===== config.mk =====
export PLATFORM = sky130hd
export DESIGN_NAME = fixed_cycle_signal_phase_top
export DESIGN_NICKNAME = d
export VERILOG_FILES = /design/src/fcsp_pkg.sv /design/src/fixed_cycle_signal_phase_top.sv /design/src/fcsp_ctrl.sv /design/src/fcsp_datapath.sv
export SDC_FILE = /design/constraint.sdc
export NUM_CORES = 1
export LEC_CHECK = 0
export BUFFER_PORTS_ARGS = -buffer_cell sky130_fd_sc_hd__buf_2
export CELL_PAD_IN_SITES_DETAIL_PLACEMENT = 0
export CELL_PAD_IN_SITES_GLOBAL_PLACEMENT = 1
export CORE_MARGIN = 5
export CORE_UTILIZATION = 44
export DETAILED_ROUTE_END_ITERATION = 7
export PLACE_DENSITY_LB_ADDON = 0.1
export SYNTH_ARGS = -nofsm -noshare
export SYNTH_HDL_FRONTEND = slang
export SYNTH_SLANG_ARGS = --single-unit

===== constraint.sdc =====
create_clock -name clk -period 5.6 [get_ports clk]
set_input_delay 1.12 -clock clk [delete_from_list [all_inputs] [get_ports clk]]
set_output_delay 1.12 -clock clk [all_outputs]
set_load 0.02 [all_outputs]

===== src/fcsp_pkg.sv =====
// fcsp_pkg: shared types, codes and constants of the fixed-cycle signal phase block
// used by fcsp_ctrl, fcsp_datapath and fixed_cycle_signal_phase_top; no dependencies
package fcsp_pkg;

  // field widths
  localparam int unsigned HOUR_W     = 5;
  localparam int unsigned MINUTE_W   = 6;
  localparam int unsigned MILLI_W    = 16;
  localparam int unsigned START_W    = 28;
  localparam int unsigned LEN_W      = 20;
  localparam int unsigned TTR_W      = 21;
  localparam int unsigned CFG_IDX_W  = 2;

  // time of day in ms fits 27 bits for any input bit pattern
  localparam int unsigned NOW_W      = 27;
  // green + yellow + red
  localparam int unsigned CYCLE_W    = 22;
  // green + yellow
  localparam int unsigned GY_W       = 21;

  localparam int unsigned MS_PER_HOUR   = 3600000;
  localparam int unsigned MS_PER_MINUTE = 60000;

  // one remainder step per dividend bit
  localparam int unsigned DIV_STEPS  = NOW_W;
  localparam int unsigned DIV_CNT_W  = $clog2(DIV_STEPS);

  // stream payload widths, padded to whole bytes
  localparam int unsigned IN_DATA_W  = 32;
  localparam int unsigned OUT_DATA_W = 48;

  typedef enum logic [1:0] {
    PHASE_GREEN   = 2'd0,
    PHASE_YELLOW  = 2'd1,
    PHASE_RED     = 2'd2,
    PHASE_UNKNOWN = 2'd3
  } phase_t;

  typedef enum logic [1:0] {
    LIGHT_UNKNOWN = 2'd0,
    LIGHT_GREEN   = 2'd1,
    LIGHT_RED     = 2'd2
  } light_t;

  typedef enum logic [CFG_IDX_W-1:0] {
    CFG_CYCLE_START = 2'd0,
    CFG_GREEN       = 2'd1,
    CFG_YELLOW      = 2'd2,
    CFG_RED         = 2'd3
  } cfg_idx_t;

  typedef enum logic [2:0] {
    ST_IDLE,
    ST_NOW,
    ST_DELTA,
    ST_DIV,
    ST_FIX,
    ST_FINISH
  } state_t;

  // controller to datapath
  typedef struct packed {
    logic capture;     // latch the input transfer
    logic calc_now;    // time of day, cycle and green+yellow sums
    logic calc_delta;  // signed offset from start, split into sign and magnitude
    logic div_step;    // one restoring remainder step
    logic fix;         // floor correction of the remainder
    logic finish;      // classify phase and load the output register
  } cmd_t;

  // datapath to controller
  typedef struct packed {
    logic out_free;    // output register can take a new result this cycle
  } status_t;

endpackage


===== src/fixed_cycle_signal_phase_top.sv =====
// fixed_cycle_signal_phase_top: top level of the fixed-cycle signal phase predictor
// depends on fcsp_pkg, fcsp_ctrl and fcsp_datapath
//
// channel   direction  handshake                   payload
// s_axis    in         s_axis_tvalid/s_axis_tready  time of day (hour, minute, ms)
// m_axis    out        m_axis_tvalid/m_axis_tready  phase, light, change flag, timers
// cfg       in         cfg_we                       cycle start and phase lengths
//
// each item runs through the states NOW, DELTA, DIV, FIX and FINISH after its input transfer:
// setup, the serial remainder of the time offset by the cycle length, floor correction,
// classify and load of the result; the next transfer is taken only back in IDLE
// the result sits in an output register; the input is taken again while it waits
// a stalled output holds the sequencer in its last step until the register frees
// rst is synchronous: unset schedule, previous light unknown, no result pending
module fixed_cycle_signal_phase_top
  import fcsp_pkg::*;
(
  input  logic                  clk,
  input  logic                  rst,
  input  logic                  s_axis_tvalid,
  output logic                  s_axis_tready,
  // hour_of_day[4:0], minute_of_hour[10:5], milli_of_minute[26:11], zero pad
  input  logic [IN_DATA_W-1:0]  s_axis_tdata,
  output logic                  m_axis_tvalid,
  input  logic                  m_axis_tready,
  // schedule_valid[0], phase[2:1], light[4:3], light_changed[5],
  // time_to_change_ms[25:6], time_to_red_ms[46:26], zero pad
  output logic [OUT_DATA_W-1:0] m_axis_tdata,
  input  logic                  cfg_we,
  input  logic [CFG_IDX_W-1:0]  cfg_index,
  input  logic [START_W-1:0]    cfg_wdata
);

  cmd_t                     cmd;
  status_t                  status;
  logic                     schedule_valid;
  phase_t                   phase;
  light_t                   light;
  logic                     light_changed;
  logic [LEN_W-1:0]         time_to_change_ms;
  logic signed [TTR_W-1:0]  time_to_red_ms;

  fcsp_ctrl u_ctrl (
    .clk      (clk),
    .rst      (rst),
    .in_valid (s_axis_tvalid),
    .in_ready (s_axis_tready),
    .status   (status),
    .cmd      (cmd)
  );

  fcsp_datapath u_datapath (
    .clk               (clk),
    .rst               (rst),
    .cmd               (cmd),
    .status            (status),
    .cfg_we            (cfg_we),
    .cfg_index         (cfg_index),
    .cfg_wdata         (cfg_wdata),
    .hour_of_day       (s_axis_tdata[4:0]),
    .minute_of_hour    (s_axis_tdata[10:5]),
    .milli_of_minute   (s_axis_tdata[26:11]),
    .out_valid         (m_axis_tvalid),
    .out_ready         (m_axis_tready),
    .schedule_valid    (schedule_valid),
    .phase             (phase),
    .light             (light),
    .light_changed     (light_changed),
    .time_to_change_ms (time_to_change_ms),
    .time_to_red_ms    (time_to_red_ms)
  );

  // result packing, first field lowest
  assign m_axis_tdata = {1'b0, time_to_red_ms, time_to_change_ms, light_changed,
                         light, phase, schedule_valid};

endmodule


===== src/fcsp_ctrl.sv =====
// fcsp_ctrl: sequencer of the fixed-cycle signal phase block
// depends on fcsp_pkg; drives the datapath through cmd_t and reads status_t
module fcsp_ctrl
  import fcsp_pkg::*;
(
  input  logic    clk,
  input  logic    rst,
  input  logic    in_valid,
  output logic    in_ready,
  input  status_t status,
  output cmd_t    cmd
);

  state_t               state;
  state_t               state_next;
  logic [DIV_CNT_W-1:0] div_count;

  // state register and remainder step counter
  always_ff @(posedge clk) begin
    if (rst) begin
      state     <= ST_IDLE;
      div_count <= '0;
    end else begin
      state <= state_next;
      if (state == ST_DELTA) begin
        div_count <= '0;
      end else if (state == ST_DIV) begin
        div_count <= div_count + 1'b1;
      end
    end
  end

  // next state
  always_comb begin
    state_next = state;
    unique case (state)
      ST_IDLE: begin
        if (in_valid) state_next = ST_NOW;
      end
      ST_NOW:   state_next = ST_DELTA;
      ST_DELTA: state_next = ST_DIV;
      ST_DIV: begin
        if (div_count == DIV_CNT_W'(DIV_STEPS - 1)) state_next = ST_FIX;
      end
      ST_FIX: state_next = ST_FINISH;
      ST_FINISH: begin
        if (status.out_free) state_next = ST_IDLE;
      end
      default: state_next = ST_IDLE;
    endcase
  end

  // commands
  always_comb begin
    cmd      = '0;
    in_ready = 1'b0;
    unique case (state)
      ST_IDLE: begin
        in_ready    = 1'b1;
        cmd.capture = in_valid;
      end
      ST_NOW:    cmd.calc_now   = 1'b1;
      ST_DELTA:  cmd.calc_delta = 1'b1;
      ST_DIV:    cmd.div_step   = 1'b1;
      ST_FIX:    cmd.fix        = 1'b1;
      ST_FINISH: cmd.finish     = status.out_free;
      default: begin
        cmd      = '0;
        in_ready = 1'b0;
      end
    endcase
  end

endmodule


===== src/fcsp_datapath.sv =====
// fcsp_datapath: configuration registers, time arithmetic, serial remainder and
// output register of the fixed-cycle signal phase block; depends on fcsp_pkg
module fcsp_datapath
  import fcsp_pkg::*;
(
  input  logic                        clk,
  input  logic                        rst,
  input  cmd_t                        cmd,
  output status_t                     status,
  // configuration writes
  input  logic                        cfg_we,
  input  logic [CFG_IDX_W-1:0]        cfg_index,
  input  logic [START_W-1:0]          cfg_wdata,
  // input fields
  input  logic [HOUR_W-1:0]           hour_of_day,
  input  logic [MINUTE_W-1:0]         minute_of_hour,
  input  logic [MILLI_W-1:0]          milli_of_minute,
  // result register
  output logic                        out_valid,
  input  logic                        out_ready,
  output logic                        schedule_valid,
  output phase_t                      phase,
  output light_t                      light,
  output logic                        light_changed,
  output logic [LEN_W-1:0]            time_to_change_ms,
  output logic signed [TTR_W-1:0]     time_to_red_ms
);

  // configuration
  logic signed [START_W-1:0] cycle_start_ms;
  logic [LEN_W-1:0]          green_ms;
  logic [LEN_W-1:0]          yellow_ms;
  logic [LEN_W-1:0]          red_ms;

  // working registers
  logic [HOUR_W-1:0]   hour_r;
  logic [MINUTE_W-1:0] minute_r;
  logic [MILLI_W-1:0]  milli_r;
  logic [NOW_W-1:0]    now_ms;
  logic [CYCLE_W-1:0]  cycle_ms;
  logic [GY_W-1:0]     gy_ms;
  logic                delta_neg;
  logic [NOW_W-1:0]    div_mag;
  logic [CYCLE_W-1:0]  div_rem;
  logic [CYCLE_W-1:0]  pos_ms;
  light_t              prev_light;

  logic [START_W-1:0]  delta;
  logic [CYCLE_W:0]    rem_shift;
  logic [CYCLE_W+1:0]  rem_diff;
  logic                sched_ok;
  logic                in_green;
  logic                in_yellow;
  logic [CYCLE_W-1:0]  phase_end;
  logic [CYCLE_W-1:0]  left_ms;
  phase_t              phase_d;
  light_t              light_d;

  // configuration writes
  always_ff @(posedge clk) begin
    if (rst) begin
      cycle_start_ms <= '1;
      green_ms       <= '0;
      yellow_ms      <= '0;
      red_ms         <= '0;
    end else if (cfg_we) begin
      unique case (cfg_idx_t'(cfg_index))
        CFG_CYCLE_START: cycle_start_ms <= cfg_wdata;
        CFG_GREEN:       green_ms       <= cfg_wdata[LEN_W-1:0];
        CFG_YELLOW:      yellow_ms      <= cfg_wdata[LEN_W-1:0];
        CFG_RED:         red_ms         <= cfg_wdata[LEN_W-1:0];
        default:         ;
      endcase
    end
  end

  assign sched_ok = !cycle_start_ms[START_W-1] && (green_ms != '0) &&
                    (yellow_ms != '0) && (red_ms != '0);

  // offset from start; start is nonnegative whenever the result is used
  assign delta = {1'b0, now_ms} - cycle_start_ms;

  // restoring remainder step
  assign rem_shift = {div_rem, div_mag[NOW_W-1]};
  assign rem_diff  = {1'b0, rem_shift} - {2'b00, cycle_ms};

  // phase classification of the position within the cycle
  assign in_green  = pos_ms < {2'b00, green_ms};
  assign in_yellow = pos_ms < {1'b0, gy_ms};

  always_comb begin
    if (in_green) begin
      phase_end = {2'b00, green_ms};
      phase_d   = PHASE_GREEN;
      light_d   = LIGHT_GREEN;
    end else if (in_yellow) begin
      phase_end = {1'b0, gy_ms};
      phase_d   = PHASE_YELLOW;
      light_d   = LIGHT_GREEN;
    end else begin
      phase_end = cycle_ms;
      phase_d   = PHASE_RED;
      light_d   = LIGHT_RED;
    end
    if (!sched_ok) begin
      phase_d = PHASE_UNKNOWN;
      light_d = LIGHT_UNKNOWN;
    end
  end

  assign left_ms = phase_end - pos_ms;

  // arithmetic sequence
  always_ff @(posedge clk) begin
    if (cmd.capture) begin
      hour_r   <= hour_of_day;
      minute_r <= minute_of_hour;
      milli_r  <= milli_of_minute;
    end
    if (cmd.calc_now) begin
      now_ms   <= NOW_W'(hour_r) * NOW_W'(MS_PER_HOUR) +
                  NOW_W'(minute_r) * NOW_W'(MS_PER_MINUTE) + NOW_W'(milli_r);
      cycle_ms <= CYCLE_W'(green_ms) + CYCLE_W'(yellow_ms) + CYCLE_W'(red_ms);
      gy_ms    <= GY_W'(green_ms) + GY_W'(yellow_ms);
    end
    if (cmd.calc_delta) begin
      delta_neg <= delta[START_W-1];
      div_mag   <= delta[START_W-1] ? NOW_W'(-delta) : delta[NOW_W-1:0];
      div_rem   <= '0;
    end
    if (cmd.div_step) begin
      div_mag <= {div_mag[NOW_W-2:0], 1'b0};
      div_rem <= rem_diff[CYCLE_W+1] ? rem_shift[CYCLE_W-1:0] : rem_diff[CYCLE_W-1:0];
    end
    // floor modulo: a negative offset with a nonzero remainder wraps into the cycle
    if (cmd.fix) begin
      pos_ms <= (delta_neg && (div_rem != '0)) ? (cycle_ms - div_rem) : div_rem;
    end
  end

  // output register and last reported light
  always_ff @(posedge clk) begin
    if (rst) begin
      out_valid  <= 1'b0;
      prev_light <= LIGHT_UNKNOWN;
    end else begin
      if (cmd.finish) begin
        out_valid  <= 1'b1;
        prev_light <= light_d;
      end else if (out_ready) begin
        out_valid <= 1'b0;
      end
    end
  end

  always_ff @(posedge clk) begin
    if (cmd.finish) begin
      schedule_valid    <= sched_ok;
      phase             <= phase_d;
      light             <= light_d;
      light_changed     <= light_d != prev_light;
      time_to_change_ms <= sched_ok ? left_ms[LEN_W-1:0] : '0;
      time_to_red_ms    <= (sched_ok && in_green) ? {1'b0, left_ms[LEN_W-1:0]} : '1;
    end
  end

  assign status.out_free = !out_valid || out_ready;

endmodule


==> flow_metrics.py <==
metrics = {
    "worst_setup_path": {
        "crit_type": "register to register",
        "worstPathArrival_ns": 5.69,
        "cpMaxStageDelayCell": "fa_1",
        "cpPeakStageDelay_ns": 0.52,
        "crit_fanout": 3,
        "r2r_setup_slack_ns": 0.22,
        "cpMostUsedCell": "ha_1",
        "cp_top_family": "adder cells",
        "crit_required_ns": 5.91,
        "worstPathCellList": "buf_4 > ha_1 > fa_1 > ha_1 > ha_1 > nor2b_1 > o21a_1 > or2_2 > xnor2_2 > fa_1 > inv_1 > ha_4 > and2_4 > o21ai_4 > o31ai_4 > o41ai_2 > nand2b_1 > a21boi_2 > o21ai_2 > nand2b_1 > a21oi_2 > xnor2_1",
        "endpoint_kind": "register",
        "rr_worst_depth": 22,
        "cp_num_buf_inv": 2,
        "crit_cells": 22,
        "startpoint_type": "register",
    },
    "detailed_routing": {
        "vias_per_cell": 5.37,
        "dr.pass1.iters": 6,
        "vias": 18000,
        "drt-total-wl_um": 61600,
        "avgRoutedWirePerCell_um": 18.4,
        "ant_nets": 0,
        "drc": 0,
        "drtIter0Drc": 940,
    },
    "clocking": {
        "clk_pin_slew_ns": 0.06,
        "numCtsBuffers": 38,
        "clock_sinks": 315,
        "cts_hold_buf": 0,
        "clkLatencyLatePin_ns": 0.56,
        "cts-root-buf": "clkbuf_16",
        "cts.htree.levels": 2,
        "clockBufferDepth": 3,
        "cts_tree": "built",
    },
    "timing": {
        "period_needed_ns": 5.38,
        "finalHoldViolCount": 0,
        "setup_viol": 0,
        "timing_worst_slew_pin_value_ns": 0.932,
        "finalCritPeriodShare": 0.961,
        "slew-limit-headroom": 0.377,
        "clock_skew_ns": 0.0167,
        "max_clock_freq_ghz": 0.186,
        "finalMaxSlewViolations": 0,
    },
    "global_route": {
        "antenna_found_initial": 4,
        "grt_pass1_wl_um": 95100,
        "track_usage": 0.211,
        "grt_pass1_vias": 17500,
        "grt_start_max_net_pins": 66,
        "grt-ovfl-total": 0,
    },
    "hold_path": {
        "holdPathStages": 0,
        "hp-class": "register to register",
    },
    "logic_synthesis": {
        "yosys.area.top_type_share": 0.281,
        "yosys_register_bits": 315,
        "synth-simple-area-share": 0.148,
        "ys_top_cells_by_area": "edfxtp_1 (28%), ha_1 (15%), dfxtp_1 (8.7%)",
        "yosys.area_share.xor_xnor": 0.0671,
        "yosysTopAreaCell": "edfxtp_1",
        "synthArstFlopShare": 0,
        "synth_flop_cell": "edfxtp_1",
        "syn-instance-count": 2482,
        "synth_fa_ha_area_frac": 0.181,
        "synth_area_per_cell_um2": 9.25,
        "synthMuxAreaShare": 0.00654,
        "synth_cell_types": 88,
        "ys.warnings.count": 0,
        "seq_area_frac_synth": 0.368,
        "synth_top_family_by_area": "adder cells",
        "syn_area_um2": 23000,
        "synth_compound_area_frac": 0.175,
        "synthesis.nets": 2857,
        "synth-edff-count": 215,
    },
    "floorplan": {
        "fp.dieH_um": 238,
        "die_area_um2": 56900,
        "initial_core_util": 0.446,
        "core_area_um2": 51500,
        "ios": 117,
        "fp-row-count": 83,
        "die_x_um": 238,
    },
    "placed_design": {
        "placed_cells": 3280,
        "io_buffers": 110,
        "globalplace.congestion": 0.879,
        "dpl_cell_area_um2": 24700,
        "place.detailed.hpwl_um": 48700,
    },
    "final_layout": {
        "fin_cells": 3356,
        "fin_nets": 3020,
        "area_growth_pct": 14.2,
        "seqCellArea_um2": 8460,
        "fin_area_um2": 26200,
        "drive_gt1_frac": 0.117,
        "multi_input_area_um2": 13500,
        "fillers": 4917,
    },
    "flow_run": {
        "cap_violations": 0,
    },
    "run_status": {
        "outcome": "finished clean",
    },
}
[flip-flops by register name (all words and copies together) (netlist names), 2 cells and up]
register                      count
u_ctrl.div_count                  5
u_ctrl.state                      3
u_datapath.cycle_ms              22
u_datapath.cycle_start_ms        28
u_datapath.div_mag               27
u_datapath.div_rem               22
u_datapath.green_ms              20
u_datapath.gy_ms                 21
u_datapath.hour_r                 5
u_datapath.light                  2
u_datapath.milli_r               16
u_datapath.minute_r               6
u_datapath.now_ms                27
u_datapath.phase                  2
u_datapath.pos_ms                22
u_datapath.prev_light             2
u_datapath.red_ms                20
u_datapath.time_to_change_ms     20
u_datapath.time_to_red_ms        21
u_datapath.yellow_ms             20
[what timing repair did]
| item | 4_1_cts | 5_1_grt |
|---|---|---|
| endpoints found under the setup margin | 10 | 19 |
| gates cloned | 0 | 0 |
| pin swaps | 0 | 12 |
| hold endpoints to repair | 0 | 0 |
| gates resized for setup | 6 | 42 |
| buffers inserted | 0 | 5 |
[stage by stage]
step / worst slack (ns) / TNS (ns) / hold WS, ns / utilization
floorplan: 0.208 / 0 / 0.400 / -
global placement: -0.230 / -1.22 / 0.407 / 0.480
detailed placement: -0.172 / -0.855 / 0.412 / 0.480
CTS: 0.00177 / 0 / 0.431 / 0.505
global route: -0.0147 / -0.0227 / 0.431 / 0.509
finish: 0.221 / 0 / 0.433 / 0.509
[cells in the mapped netlist, types with 36 or more instances]
library cell / number
nand2b_1: 37
inv_1: 257
o21ai_0: 118
ha_1: 268
a21o_1: 51
a211o_1: 36
dfxtp_1: 100
clkbuf_1: 58
fa_1: 40
a21oi_1: 210
nor3_1: 52
nor2_1: 185
nand2_1: 267
xor2_1: 62
edfxtp_1: 215
xnor2_1: 112
[placed cells by master (no fill, tap or decap), types with 40 or more instances in the layout]
cell type,Yosys,routed
nand2_1,267,267
ha_1,268,263
inv_1,257,257
edfxtp_1,215,215
a21oi_1,210,201
nor2_1,185,184
o21ai_0,118,109
xnor2_1,112,109
buf_2,4,109
dfxtp_1,100,100
buf_4,3,83
xor2_1,62,62
a21o_1,51,51
nor3_1,52,51
fa_1,40,40
clkbuf_16,0,40
[final cells by class]
cell class | instances | share of cell area
multi-input cells | 1840 | 0.515
flip-flops and latches | 315 | 0.323
repair buffers | 192 | 0.0446
clock buffers | 58 | 0.0430
inverters | 258 | 0.0369
well taps | 680 | 0.0324
clock inverters | 10 | 0.00506
diodes | 3 | 0.000286
[final timing paths]
check	to	start
min reg2reg	u_datapath.now_ms[1]	u_datapath.milli_r[1]
min	u_datapath.now_ms[1]	u_datapath.milli_r[1]
max	u_datapath.now_ms[22]	u_datapath.hour_r[2]
max reg2reg	u_datapath.now_ms[22]	u_datapath.hour_r[2]
[metal layers]
layer | part of all wire | global-route usage | up-vias
met1 | 0.44 | 0.269 | 8480
met3 | 0.037 | 0.0275 | 92
met4 | 0.034 | 0.0697 | 0
met5 | 0 | 0 | -
met2 | 0.49 | 0.371 | 308
li1 | - | - | 9136
[cells by family after synthesis]
logic type	Yosys count
XOR/XNOR	175
adder cells (fa/ha/maj)	308
AO/OA/AOI/OAI	617
buffers and inverters	327
other	1
flip-flops	315
AND/OR/NAND/NOR	724
multiplexers	15
[worst reg2reg max path, stage by stage (launching register included)]
cell and delay, ns:
edfxtp_1 0.43, buf_4 0.17, ha_1 0.34, fa_1 0.52, ha_1 0.32, ha_1 0.34, nor2b_1 0.15, o21a_1 0.17
or2_2 0.31, xnor2_2 0.15, fa_1 0.48, inv_1 0.06, ha_4 0.24, and2_4 0.17, o21ai_4 0.17, o31ai_4 0.10
o41ai_2 0.31, nand2b_1 0.16, a21boi_2 0.07, o21ai_2 0.17, nand2b_1 0.09, a21oi_2 0.15, xnor2_1 0.07
Power is left out: the tool's default activity adds up to more than one toggle a clock period on the data nets, which glitch-free logic cannot reach.
